===== src/rtl/bis_pkg.sv =====
package bis_pkg;

   // Source image store geometry.
   localparam int MAX_WIDTH  = 256;
   localparam int MAX_HEIGHT = 256;
   localparam int ROW_BITS   = $clog2(MAX_HEIGHT);
   localparam int COL_BITS   = $clog2(MAX_WIDTH);
   localparam int COORD_BITS = (ROW_BITS > COL_BITS) ? ROW_BITS : COL_BITS;
   // Four banks split by row parity and column parity.
   localparam int BANK_COUNT     = 4;
   localparam int BANK_ADDR_BITS = (ROW_BITS - 1) + (COL_BITS - 1);
   localparam int BANK_DEPTH     = 1 << BANK_ADDR_BITS;

   // Field widths.
   localparam int INDEX_BITS  = 12;
   localparam int STEP_BITS   = 24;
   localparam int DIM_BITS    = 9;
   localparam int FRAC_BITS   = 16;
   localparam int PROD_BITS   = INDEX_BITS + STEP_BITS;
   localparam int CHAN_BITS   = 8;
   localparam int PIXEL_BITS  = 3 * CHAN_BITS;
   localparam int WEIGHT_BITS = 2 * FRAC_BITS + 1;
   localparam int TERM_BITS   = WEIGHT_BITS + CHAN_BITS;
   localparam int ACC_BITS    = TERM_BITS + 2;

   localparam logic [FRAC_BITS:0] ONE_FX  = {1'b1, {FRAC_BITS{1'b0}}};
   localparam logic [CHAN_BITS-1:0] OPAQUE = 8'd255;

   // Request kinds carried on the request user field.
   localparam logic ACTION_LOAD  = 1'b0;
   localparam logic ACTION_QUERY = 1'b1;

   // Configuration register indexes.
   localparam int CSR_INDEX_BITS = 2;
   localparam int CSR_DATA_BITS  = STEP_BITS;
   localparam logic [CSR_INDEX_BITS-1:0] CSR_IMAGE_WIDTH  = 2'd0;
   localparam logic [CSR_INDEX_BITS-1:0] CSR_IMAGE_HEIGHT = 2'd1;
   localparam logic [CSR_INDEX_BITS-1:0] CSR_ROW_STEP     = 2'd2;
   localparam logic [CSR_INDEX_BITS-1:0] CSR_COL_STEP     = 2'd3;

   localparam logic [DIM_BITS-1:0]  DIM_RESET  = 9'd256;
   localparam logic [STEP_BITS-1:0] STEP_RESET = 24'd65536;

   // One mapped axis: floor and ceil source positions and the floor weight.
   typedef struct packed {
      logic [COORD_BITS-1:0] lo;
      logic [COORD_BITS-1:0] hi;
      logic [FRAC_BITS-1:0]  wlo;
   } axis_type;

   // Access command from the pipeline to the pixel store.
   typedef struct packed {
      logic                  wr_en;
      logic [ROW_BITS-1:0]   wr_row;
      logic [COL_BITS-1:0]   wr_col;
      logic [PIXEL_BITS-1:0] wr_pixel;
      logic                  rd_en;
      logic [ROW_BITS-1:0]   row_lo;
      logic [ROW_BITS-1:0]   row_hi;
      logic [COL_BITS-1:0]   col_lo;
      logic [COL_BITS-1:0]   col_hi;
   } store_cmd_type;

endpackage


===== src/rtl/bis_axis.sv =====
// Maps an output index to source floor/ceil positions over two stages:
// the product index * step, then the clamp and the split into position and weight.
module bis_axis (
   input  logic                                 clock,
   input  logic                                 mul_en,
   input  logic                                 map_en,
   input  logic [bis_pkg::INDEX_BITS-1:0]       index,
   input  logic [bis_pkg::STEP_BITS-1:0]        step,
   input  logic [bis_pkg::COORD_BITS-1:0]       dim_m1,
   output bis_pkg::axis_type                    axis
);

   logic [bis_pkg::PROD_BITS-1:0]  product_ff;
   logic [bis_pkg::PROD_BITS-1:0]  limit;
   logic [bis_pkg::PROD_BITS-1:0]  clamped;
   logic [bis_pkg::FRAC_BITS-1:0]  frac;
   bis_pkg::axis_type              axis_in;
   bis_pkg::axis_type              axis_ff;

   always_ff @(posedge clock) begin
      if (mul_en) begin
         product_ff <= bis_pkg::PROD_BITS'(index) * bis_pkg::PROD_BITS'(step);
      end
      if (map_en) begin
         axis_ff <= axis_in;
      end
   end

   always_comb begin
      limit   = bis_pkg::PROD_BITS'(dim_m1) << bis_pkg::FRAC_BITS;
      clamped = (product_ff > limit) ? limit : product_ff;
      frac    = clamped[bis_pkg::FRAC_BITS-1:0];
      axis_in.lo  = clamped[bis_pkg::FRAC_BITS +: bis_pkg::COORD_BITS];
      axis_in.hi  = axis_in.lo + bis_pkg::COORD_BITS'(frac != '0);
      axis_in.wlo = (frac == '0) ? '0 :
                    bis_pkg::FRAC_BITS'(bis_pkg::ONE_FX - {1'b0, frac});
   end

   assign axis = axis_ff;

endmodule


===== config.mk =====
export PLATFORM = sky130hd
export DESIGN_NAME = bis_axis
export DESIGN_NICKNAME = d
export VERILOG_FILES = /design/src/rtl/bis_pkg.sv /design/src/rtl/bis_axis.sv
export SDC_FILE = /design/constraint.sdc
export NUM_CORES = 1
export LEC_CHECK = 0
export BUFFER_PORTS_ARGS = -buffer_cell sky130_fd_sc_hd__buf_2
export CORE_ASPECT_RATIO = 0.7
export CORE_UTILIZATION = 40
export DETAILED_ROUTE_END_ITERATION = 7
export SETUP_SLACK_MARGIN = 0.02
export SYNTH_ARGS = -nofsm -noshare
export SYNTH_HDL_FRONTEND = slang
export SYNTH_SLANG_ARGS = --single-unit
export TNS_END_PERCENT = 1

===== constraint.sdc =====
create_clock -name clock -period 6.3 [get_ports clock]
set_input_delay 0 -clock clock [delete_from_list [all_inputs] [get_ports clock]]
set_output_delay 0 -clock clock [all_outputs]
set_load 0.01 [all_outputs]

Yosys cells after proc, flatten, opt, wreduce, memory -nomap -nowiden
Index checks and enable logic that the tools add are counted.

cells by class
  add/sub/neg operators = 2
  $mul = 1
  $lt $le $gt $ge = 1
  multiplexer cells = 1
  reduce and logical (&&, ||, !) cells = 2

operators by type and width
  cell                     number
  $gt A36 B24 Y1           1
  $mul A12 B24 Y36         1
  $mux W24                 1
  $logic_not A16 Y1        1
  $reduce_bool A16 Y1      1
  $sub A1 B16 Y16 const A  1
  $add A8 B1 Y8            1

storage, ports and cells
  register bits = 68
  output and inout port bits = 32

Longest topological paths before layout
Gate-level depths: netlist of run 1.

  word-level depth = 4
  gate-level depth with buffers = 22
  mapped depth without buffers = 20

Worst setup path before layout of run 1
No wires, ideal clock.

  path kind = input to register
  start = input port step[8] in the netlist's numbering
  end = register product_ff[33] in the netlist's numbering (data pin)
  data arrival time = 4.987 ns
  data required time = 6.042 ns
  path slack = 1.056 ns
  stages = 19
  buffers on the path = 2
  cell sequence = clkbuf_1 -> nand2_1 -> fa_1 -> inv_1 -> fa_1 -> fa_1 -> fa_1 -> inv_1 -> fa_1 -> inv_1 -> ha_1 -> clkbuf_1 -> a41oi_1 -> o21ai_0 -> a211oi_1 -> o22ai_1 -> a41o_1 -> o31a_1 -> xnor2_1

between the ends
  longest elaborated chain between the ends = 1

RTL lines
  element               RTL line        RTL
  start, declared       bis_axis.sv:8   input logic [bis_pkg::STEP_BITS-1:0] step,
  $mul A12 B24 Y36      bis_axis.sv:22  product_ff <= bis_pkg::PROD_BITS'(index) * bis_pkg::PROD_BITS'(step);
  end signal, assigned  bis_axis.sv:22
  end, declared         bis_axis.sv:13  logic [bis_pkg::PROD_BITS-1:0] product_ff;

No other way between the ends.
A chain may end at the register's enable or synchronous reset.

Worst setup path in the final report of run 1
  start = input port index[6] in the netlist's numbering
  end = register product_ff[33] in the netlist's numbering (data pin)

between the ends
  longest elaborated chain between the ends = 1

RTL lines
  element           RTL line        RTL
  start, declared   bis_axis.sv:7   input logic [bis_pkg::INDEX_BITS-1:0] index,
  $mul A12 B24 Y36  bis_axis.sv:22

No other way between the ends.

==> results.yml, run 1 <==
logic_synthesis:
  synth_top_family_by_area: "adder cells"
  synth_top_area_share_pct: 36.29
  synth_enable_flop_cells: 68
  syn_nets: 1681
  yosys.area.top_type: "fa_1"
  synth-seq-area-share_pct: 16.83
  synthFlopType: "edfxtp_1"
  synth_area_leaders: "fa_1 (36%), edfxtp_1 (17%), inv_1 (9.3%)"
  syn_inst: 1329
  synthAdderAreaFrac_pct: 45.06
  muxShareOfSynthArea_pct: 0.1650
  async_reset_ff_share_pct: 0
  synth.distinct_cells: 59
  syn_area_um2: 12140
  yosysWarnings: 0
  synth.avg_cell_area_um2: 9.131
  synth-simple-area-share_pct: 17.08
  synth-compound-area-share_pct: 6.506
  ys_ff_latch: 68
  synthXorXnorAreaFrac_pct: 2.959
min_path:
  hold_path_depth: 3
  hp-start: "dim_m1[7]"
  timing.hold.worst_endpoint: "axis[31]$_DFFE_PP_"
  min_path_type: "primary input to flip-flop"
critical_path:
  critPathMostFrequentCell: "fa_1"
  reg2regPathDepth: 16
  timing.rr.start: "product_ff[2]$_DFFE_PP_"
  cp.arrival_ns: 5.40
  crit_type: "primary input to flip-flop"
  ff2ff_setup_slack_ns: 2.20
  crit_slowest_cell: "fa_1"
  critPathMaxFanout: 24
  cp-end-kind: "flip-flop"
  path_cells: "buf_2 > nand2_1 > fa_1 > inv_1 > fa_1 > fa_1 > fa_1 > inv_1 > fa_1 > inv_1 > ha_1 > a41oi_1 > o21ai_0 > a211oi_1 > buf_4 > o22ai_1 > a41o_1 > o31a_1 > xnor2_1"
  max_stage_delay_ns: 0.55
  cp_data_required_time_ns: 6.38
  r2r-end: "axis[23]$_DFFE_PP_"
  critPathLaunchType: "primary input"
power:
  p_clk_share_pct: 7.5
  switching_share_pct: 49.34
  p_per_area_nw_per_um2: 519.4
  ir_drop_mv: 0.3977
  pwr-share-seq_pct: 14.4
  p_int_w: 0.003445
  switchingPower_w: 0.003356
  pwr-share-comb_pct: 78.1
  p_leak_nw: 6.440
clock_tree:
  cts_buffer_depth: 2
  cts_num_sinks: 68
  root_buffer: "clkbuf_16"
  htree_num_levels: 3
  clk_pin_slew_ns: 0.06
  cts_resized: 0
  hold_buffers: 0
  cts_tree: "built"
  worst_skew_pair.late_latency_ns: 0.33
  cts_post_setup_buffers_inserted: 0
  cts_buffers: 9
global_route:
  grt_util_all_layers_pct: 19.70
  antenna_found_initial: 0
  grt_pass1_wl_mm: 47.60
  grt_pass1_vias: 8778
  grt-ovfl-total: 0
  grt_max_degree: 37
sta:
  final-hold-violation-count: 0
  timing.slew.headroom_pct: 46.17
  period_minus_slack_ns: 5.319
  slew_violations: 0
  rsz0062_at_grt: "no"
  worst_slack_ns: 0.9813
  period_share_pct: 84.42
  tightestPinTransition_ns: 0.8044
  fmax_mhz: 188.0
  setup_violations: 0
  tns_ns: 0
  skew_ns: 0.004024
place:
  dp_slack_ns: 0.6371
  routabilityCongestion: 0.8188
  io_buffers: 78
  hpwl_mm: 23.94
detailed_routing:
  routedWlPerCell_um: 16.44
  drtIter0Drc: 638
  num_vias: 8744
  top_layer: "met4"
  dr.pass1.iters: 5
  drc: 0
  wl_met1_mm: 15.20
  finalWirelength_mm: 29.11
  routed-wl-met3_mm: 2.634
  met2_length_mm: 11.10
  viasPerCell: 4.937
  ant_nets: 0
cells_and_area:
  fill_cells: 2882
  drive_gt1_share_pct: 8.272
  final_util_pct: 44.62
  area_delta_synth_final_pct: 7.898
  nets: 1713
  diodes: 0
floorplan:
  initial_utilization_pct: 41.36
  coreArea_um2: 29340
  die_x_um: 210.2
  io-pin-count: 79
  die_h_um: 147.7
  die_area_um2: 31050
  rows: 52
status:
  status: "completed"
job:
  drv_cap: 0
[metal layers]
| metal | vias up | global-route usage (%) |
|---|---|---|
| met5 | - | 0 |
| met2 | 334 | 26.46 |
| li1 | 4099 | - |
| met4 | 0 | 2.628 |
| met1 | 4291 | 31.78 |
| met3 | 20 | 5.099 |
[kinds of logic (layout without fill, tap and decap cells)]
group	Yosys count	after routing
adder cells (fa/ha/maj)	305	305
flip-flops	68	68
multiplexers	2	2
AO/OA/AOI/OAI	125	125
AND/OR/NAND/NOR	429	429
buffers and inverters	359	396
XOR/XNOR	41	41
[area by class of cell]
type                       instances  area (µm²)  area share (%)
clock buffer                       9       225.2           1.720
clock inverter                     7       82.58          0.6307
inverter                         301        1130           8.629
multi-input combinational        902        8710           66.52
sequential                        68        2042           15.59
tap                              405       506.7           3.870
timing repair buffer              79       397.9           3.039
[worst max-delay path, delay by kind of cell]
kind	cells	cell delay, ns
AO/OA/AOI/OAI	6	1.30
adder cells (fa/ha/maj)	6	3.10
XOR/XNOR	1	0.14
buffers and inverters	5	0.69
AND/OR/NAND/NOR	1	0.16
[sequential cells by signal (all words and copies together), names as in the netlist]
register    flops
product_ff     36
axis           32
[layout by cell type (no fill, tap or decap), types with 4 or more instances in the layout]
cell type	count
a21o_1	7
inv_1	301
buf_2	78
nand3_1	10
nand2_1	224
or4_1	4
a211oi_1	6
o21ai_0	33
fa_1	220
o21a_1	8
nor2b_1	7
nor2_1	34
xnor2_1	28
a21oi_1	33
ha_1	85
xor2_1	13
nand4_1	8
nand2b_1	8
o21ai_2	6
edfxtp_1	68
o21ai_1	4
clkbuf_16	9
nor3_1	8
and2_1	101
nor4_1	5
[power groups by stage]
stage	Sequential (W)	Combinational (W)	Clock (W)
finish	0.000980	0.00531	0.000510
global route	0.000997	0.00605	0.000543
CTS	0.000980	0.00533	0.000522
detailed placement	0.000989	0.00529	0
global placement	0.000988	0.00525	0
floorplan	0.000967	0.00404	0
[how the worst max path moves through the flow]
stage                        start                        to  slack (ns)  cells after the start
final                     index[6]  product_ff[33]$_DFFE_PP_        0.98                     19
after global routing      index[6]  product_ff[33]$_DFFE_PP_        0.66                     19
after CTS                 index[6]  product_ff[33]$_DFFE_PP_        0.98                     19
after global placement    index[6]  product_ff[33]$_DFFE_PP_        0.71                     19
after floorplan            step[8]  product_ff[33]$_DFFE_PP_        1.06                     19
after detailed placement  index[6]  product_ff[33]$_DFFE_PP_        0.64                     19
[cell usage after synthesis (2+ instances only)]
master    count
and3_1        2
or4_1         4
o21ai_1       4
nor2_1       34
o221ai_1      2
a22oi_1       2
nor2b_1       7
buf_12        2
o22ai_1       3
fa_1        220
o31a_1        3
o21bai_1      2
nand2b_1      8
clkbuf_1     55
nand3_1      10
mux2i_1       2
a21oi_1      33
o21a_1        8
nand2_1     224
nor3_1        8
or2_2         3
edfxtp_1     68
or3_4         2
nand4_1       8
xnor2_1      28
and2_1      101
a41oi_1       2
inv_1       301
nand3b_1      2
xor2_1       13
o21ai_2       6
ha_1         85
a21o_1        7
or3_1         3
nor4_1        5
a211oi_1      6
o21ai_0      33
o31ai_1       2
[per-stage QoR]
step,hold slack [ns],total power (W),instances,area (µm²)
after floorplan,0.1125,0.005003,1329,12140
after global placement,0.4078,0.006239,1755,12790
after detailed placement,0.4075,0.006280,1755,12790
after CTS,0.09993,0.006829,1771,13090
after global routing,0.1409,0.007590,1771,13090
final,0.09972,0.006801,1771,13090
No activity file was read; power rests on OpenSTA's default activity.
==> inputs of run 2 (changes only) <==
==> constraint.sdc (replaced) <==
create_clock -name clock -period 5.5 [get_ports clock]
set_input_delay 0 -clock clock [delete_from_list [all_inputs] [get_ports clock]]
set_output_delay 0 -clock clock [all_outputs]
set_load 0.01 [all_outputs]
==> results.yml, run 2 (same netlist as run 1, synthesis figures left out) <==
status:
  status: "completed"
power:
  pwr-share-seq_pct: 14.0
  ir_drop_mv: 0.4108
  switching_share_pct: 48.65
  switchingPower_w: 0.003926
  pwr-share-comb_pct: 78.9
  p_int_w: 0.004145
  p_leak_nw: 6.574
  p_per_area_nw_per_um2: 606.7
  p_clk_share_pct: 7.2
place:
  io_buffers: 78
  hpwl_mm: 23.71
  dpl_cell_area_um2: 12990
  routabilityCongestion: 0.8410
critical_path:
  cp.arrival_ns: 5.23
  crit_buf_inv: 5
  crit_type: "primary input to flip-flop"
  critPathMostFrequentCell: "fa_1"
  critPathMaxFanout: 13
  cp-end-kind: "flip-flop"
  cp_data_required_time_ns: 5.58
  path_cells: "buf_2 > buf_4 > nand2_1 > fa_1 > inv_1 > fa_1 > fa_1 > fa_1 > inv_1 > fa_1 > inv_1 > ha_1 > and4_1 > a221o_1 > nor2_1 > o32a_1 > nand2_1 > a221oi_1 > a21oi_1 > xor2_1"
  crit_slowest_cell: "fa_1"
  critPathLaunchType: "primary input"
  cp_top_family: "adder cells"
  max_stage_delay_ns: 0.58
global_route:
  grt_max_degree: 37
  grt_pass1_vias: 8938
  antenna_found_initial: 0
  grt_util_all_layers_pct: 19.46
  grt-ovfl-total: 0
  grt_pass1_wl_mm: 47.34
clock_tree:
  cts_tree: "built"
  worst_skew_pair.late_latency_ns: 0.34
  cts_buffers: 9
  root_buffer: "clkbuf_16"
  hold_buffers: 0
  cts_post_setup_buffers_inserted: 0
  cts_resized: 0
  htree_num_levels: 3
  clk_pin_slew_ns: 0.06
  cts_num_sinks: 68
  cts_buffer_depth: 2
sta:
  fmax_mhz: 194.3
  skew_ns: 0.008625
  period_share_pct: 93.60
  rsz0062_at_grt: "no"
  timing.slew.headroom_pct: 45.54
  setup_violations: 0
  tns_ns: 0
  tightestPinTransition_ns: 0.8139
  period_minus_slack_ns: 5.148
  slew_violations: 0
  final-hold-violation-count: 0
floorplan:
  initial_utilization_pct: 41.36
  io-pin-count: 79
  die_h_um: 147.7
  die_area_um2: 31050
  rows: 52
  die_x_um: 210.2
  coreArea_um2: 29340
cells_and_area:
  area_delta_synth_final_pct: 9.620
  layout_common_cells: "inv_1 (301), nand2_1 (224), fa_1 (220)"
  diodes: 0
  largest_register_ffs: 36
  fin_area_um2: 13300
  nets: 1739
  top_register: "product_ff"
  final_common_cell: "inv_1"
  drive_gt1_share_pct: 9.986
job:
  drv_cap: 0
detailed_routing:
  num_vias: 8704
  routedWlPerCell_um: 15.82
  viasPerCell: 4.844
  drc: 0
  finalWirelength_mm: 28.43
  ant_nets: 0
  drtIter0Drc: 617
  dr.pass1.iters: 5
min_path:
  min_path_type: "primary input to flip-flop"
run 2: layer usage:
layer | wire length, µm | track usage, %
met1 | 15080 | 31.43
met4 | 122 | 3.102
met3 | 2488 | 4.461
met2 | 10740 | 26.29
met5 | 0 | 0
run 2: worst reg2reg max path: stages, from the launching register on:
cell and delay, ns:
edfxtp_1 0.45, or3_4 0.45, or3_4 0.36, nand2b_4 0.17, nor4_4 0.32, nand3_2 0.21
nand2_4 0.29, nand2_1 0.10, ha_1 0.33, o31a_1 0.24, o21ai_0 0.15, ha_1 0.26
nand2_1 0.07, nor2_1 0.15, nand3_1 0.11, mux2i_1 0.20, xor2_1 0.09
run 2: power groups by stage:
stage | clock network, W | logic (W) | registers, W
floorplan | 0 | 0.00462 | 0.00111
global placement | 0 | 0.00629 | 0.00113
detailed placement | 0 | 0.00630 | 0.00114
CTS | 0.000598 | 0.00635 | 0.00113
global route | 0.000616 | 0.00725 | 0.00115
finish | 0.000580 | 0.00636 | 0.00113
run 2: cell type report:
type	count	area [µm²]
Clock buffer	9	225.2
Clock inverter	7	83.83
Fill cell	2890	16040
Inverter	301	1130
Multi-Input combinational cell	902	8710
Sequential cell	68	2042
Tap cell	405	506.7
Timing Repair Buffer	105	605.6
run 2: per-stage QoR:
stage          worst slack, ns  total power [W]  utilization (%)  cells  hold WS [ns]
2_1_floorplan           0.2556         0.005731                -   1329        0.1125
3_3_place_gp           0.02377         0.007420            44.28   1781        0.4093
3_5_place_dp           0.02834         0.007440            44.28   1781        0.4077
4_1_cts                 0.3929         0.008076            45.34   1797       0.09074
5_1_grt                 0.1122         0.009012            45.34   1797       0.09976
6_report                0.3520         0.008071            45.34   1797        0.1014
run 2: path summary, 6_finish.rpt:
kind / startpoint / endpoint / slack (ns) / cells after the start
max: index[6] / product_ff[34]$_DFFE_PP_ / 0.35 / 20
min: dim_m1[7] / axis[31]$_DFFE_PP_ / 0.10 / 3
max reg2reg: product_ff[2]$_DFFE_PP_ / axis[23]$_DFFE_PP_ / 1.29 / 16
min reg2reg: product_ff[23]$_DFFE_PP_ / axis[31]$_DFFE_PP_ / 0.65 / 2
==> inputs of run 3 (changes only) <==
--- a/config.mk
+++ b/config.mk
@@ -7,6 +7,7 @@
 export LEC_CHECK = 0
 export BUFFER_PORTS_ARGS = -buffer_cell sky130_fd_sc_hd__buf_2
 export CORE_ASPECT_RATIO = 0.7
+export CORE_MARGIN = 2
 export CORE_UTILIZATION = 40
 export DETAILED_ROUTE_END_ITERATION = 7
 export SETUP_SLACK_MARGIN = 0.02
==> constraint.sdc (replaced) <==
create_clock -name clock -period 6.5 [get_ports clock]
set_input_delay 0 -clock clock [delete_from_list [all_inputs] [get_ports clock]]
set_output_delay 0 -clock clock [all_outputs]
set_load 0.01 [all_outputs]
==> results.yml, run 3 (same netlist as run 1, synthesis figures left out) <==
power:
  p_per_area_nw_per_um2: 504.5
  ir_drop_mv: 0.3350
  power_w: 0.006610
  p_leak_nw: 6.440
cells_and_area:
  largest_register_ffs: 36
  area_delta_synth_final_pct: 7.970
  diodes: 0
  fin_area_um2: 13100
  fill_cells: 2938
  drive_gt1_share_pct: 8.272
  seqCellArea_um2: 2042
  multi_input_area_um2: 8710
  final_util_pct: 43.81
  layout_common_cells: "inv_1 (301), nand2_1 (224), fa_1 (220)"
  top_register: "product_ff"
  final_common_cell: "inv_1"
  nets: 1713
critical_path:
  critPathLaunchType: "primary input"
  cp_top_family: "adder cells"
  crit_type: "primary input to flip-flop"
  cp.arrival_ns: 5.41
  critPathMaxFanout: 24
  crit_slowest_cell: "fa_1"
  crit_buf_inv: 4
  cp-end-kind: "flip-flop"
  critPathMostFrequentCell: "fa_1"
  cp_data_required_time_ns: 6.57
  max_stage_delay_ns: 0.55
  path_cells: "buf_2 > nand2_1 > fa_1 > fa_1 > inv_1 > fa_1 > fa_1 > inv_1 > fa_1 > inv_1 > ha_1 > a211o_1 > a221o_1 > nor2_1 > o32a_1 > nand2_1 > a221oi_1 > a21oi_1 > xor2_1"
clock_tree:
  hold_buffers: 0
  worst_skew_pair.late_latency_ns: 0.33
  cts_tree: "built"
  root_buffer: "clkbuf_16"
  cts_buffers: 9
  cts_resized: 0
  cts_buffer_depth: 2
  cts_num_sinks: 68
  htree_num_levels: 3
  cts_post_setup_buffers_inserted: 0
  clk_pin_slew_ns: 0.06
global_route:
  grt_use_met2_pct: 25.18
  grt_use_met3_pct: 4.806
  grt_busiest_layer: "met1"
  grt_pass1_wl_mm: 47.17
  antenna_found_initial: 0
  grt-ovfl-total: 0
  grt_pass1_vias: 8688
  grt_util_all_layers_pct: 19.12
  use_met1_pct: 31.14
  grt_max_degree: 37
detailed_routing:
  drc: 0
  viasPerCell: 4.859
  finalWirelength_mm: 29.00
  ant_nets: 0
  drtIter0Drc: 680
  num_vias: 8640
  dr.pass1.iters: 5
  routedWlPerCell_um: 16.31
sta:
  period_minus_slack_ns: 5.339
  period_share_pct: 82.13
  final-hold-violation-count: 0
  setup_violations: 0
  skew_ns: 0.004593
  tightestPinTransition_ns: 0.8151
  timing.slew.headroom_pct: 45.46
  slew_violations: 0
  tns_ns: 0
  fmax_mhz: 187.3
  rsz0062_at_grt: "no"
floorplan:
  die_h_um: 149.7
  io-pin-count: 79
  coreArea_um2: 29910
  die_x_um: 212.2
  rows: 53
  initial_utilization_pct: 40.58
  die_area_um2: 31770
place:
  dpl_cell_area_um2: 12790
  io_buffers: 78
  routabilityCongestion: 0.8849
  hpwl_mm: 23.54
job:
  drv_cap: 0
min_path:
  min_path_type: "primary input to flip-flop"
status:
  status: "completed"
## run 3: worst reg2reg max path: cells and delay by family (launching register included)
family	cells	cell delay, ns
adders and majority gates	2	0.58
muxes	1	0.18
and+or+nand+nor	10	2.21
xor gates and xnor gates	1	0.08
DFF	1	0.44
AOI/OAI and AO/OA	2	0.39
## run 3: area by class of cell
type                       instances  share of cell area [%]
clock inverter                     7                  0.6303
tap                              412                   3.934
sequential                        68                   15.58
timing repair buffer              79                   3.037
clock buffer                       9                   1.719
multi-input combinational        902                   66.47
inverter                         301                   8.623
## run 3: final timing paths
kind	cells past startpoint	start	end	slack (ns)
min	3	dim_m1[7]	axis[31]$_DFFE_PP_	0.10
max reg2reg	16	product_ff[2]$_DFFE_PP_	axis[23]$_DFFE_PP_	2.37
min reg2reg	2	product_ff[23]$_DFFE_PP_	axis[31]$_DFFE_PP_	0.65
max	19	index[5]	product_ff[34]$_DFFE_PP_	1.16
## run 3: power by group
group	internal, W	switching, W
Combinational	0.00217	0.00299
Clock	0.000303	0.000191
Sequential	0.000866	0.0000883
## run 3: through the flow
stage | hold slack (ns) | setup WS, ns | instances
3_3_place_gp | 0.4089 | 0.9089 | 1762
4_1_cts | 0.09364 | 1.226 | 1778
5_1_grt | 0.1116 | 0.8813 | 1778
2_1_floorplan | 0.1125 | 1.256 | 1329
6_report | 0.1014 | 1.161 | 1778
3_5_place_dp | 0.4081 | 0.8826 | 1762
## run 3: per-layer routing
layer / routed length (µm) / vias to the layer above
met2: 10790 / 339
met4: 199 / 0
met1: 15330 / 4184
li1: - / 4101
met3: 2682 / 16
met5: 0 / -
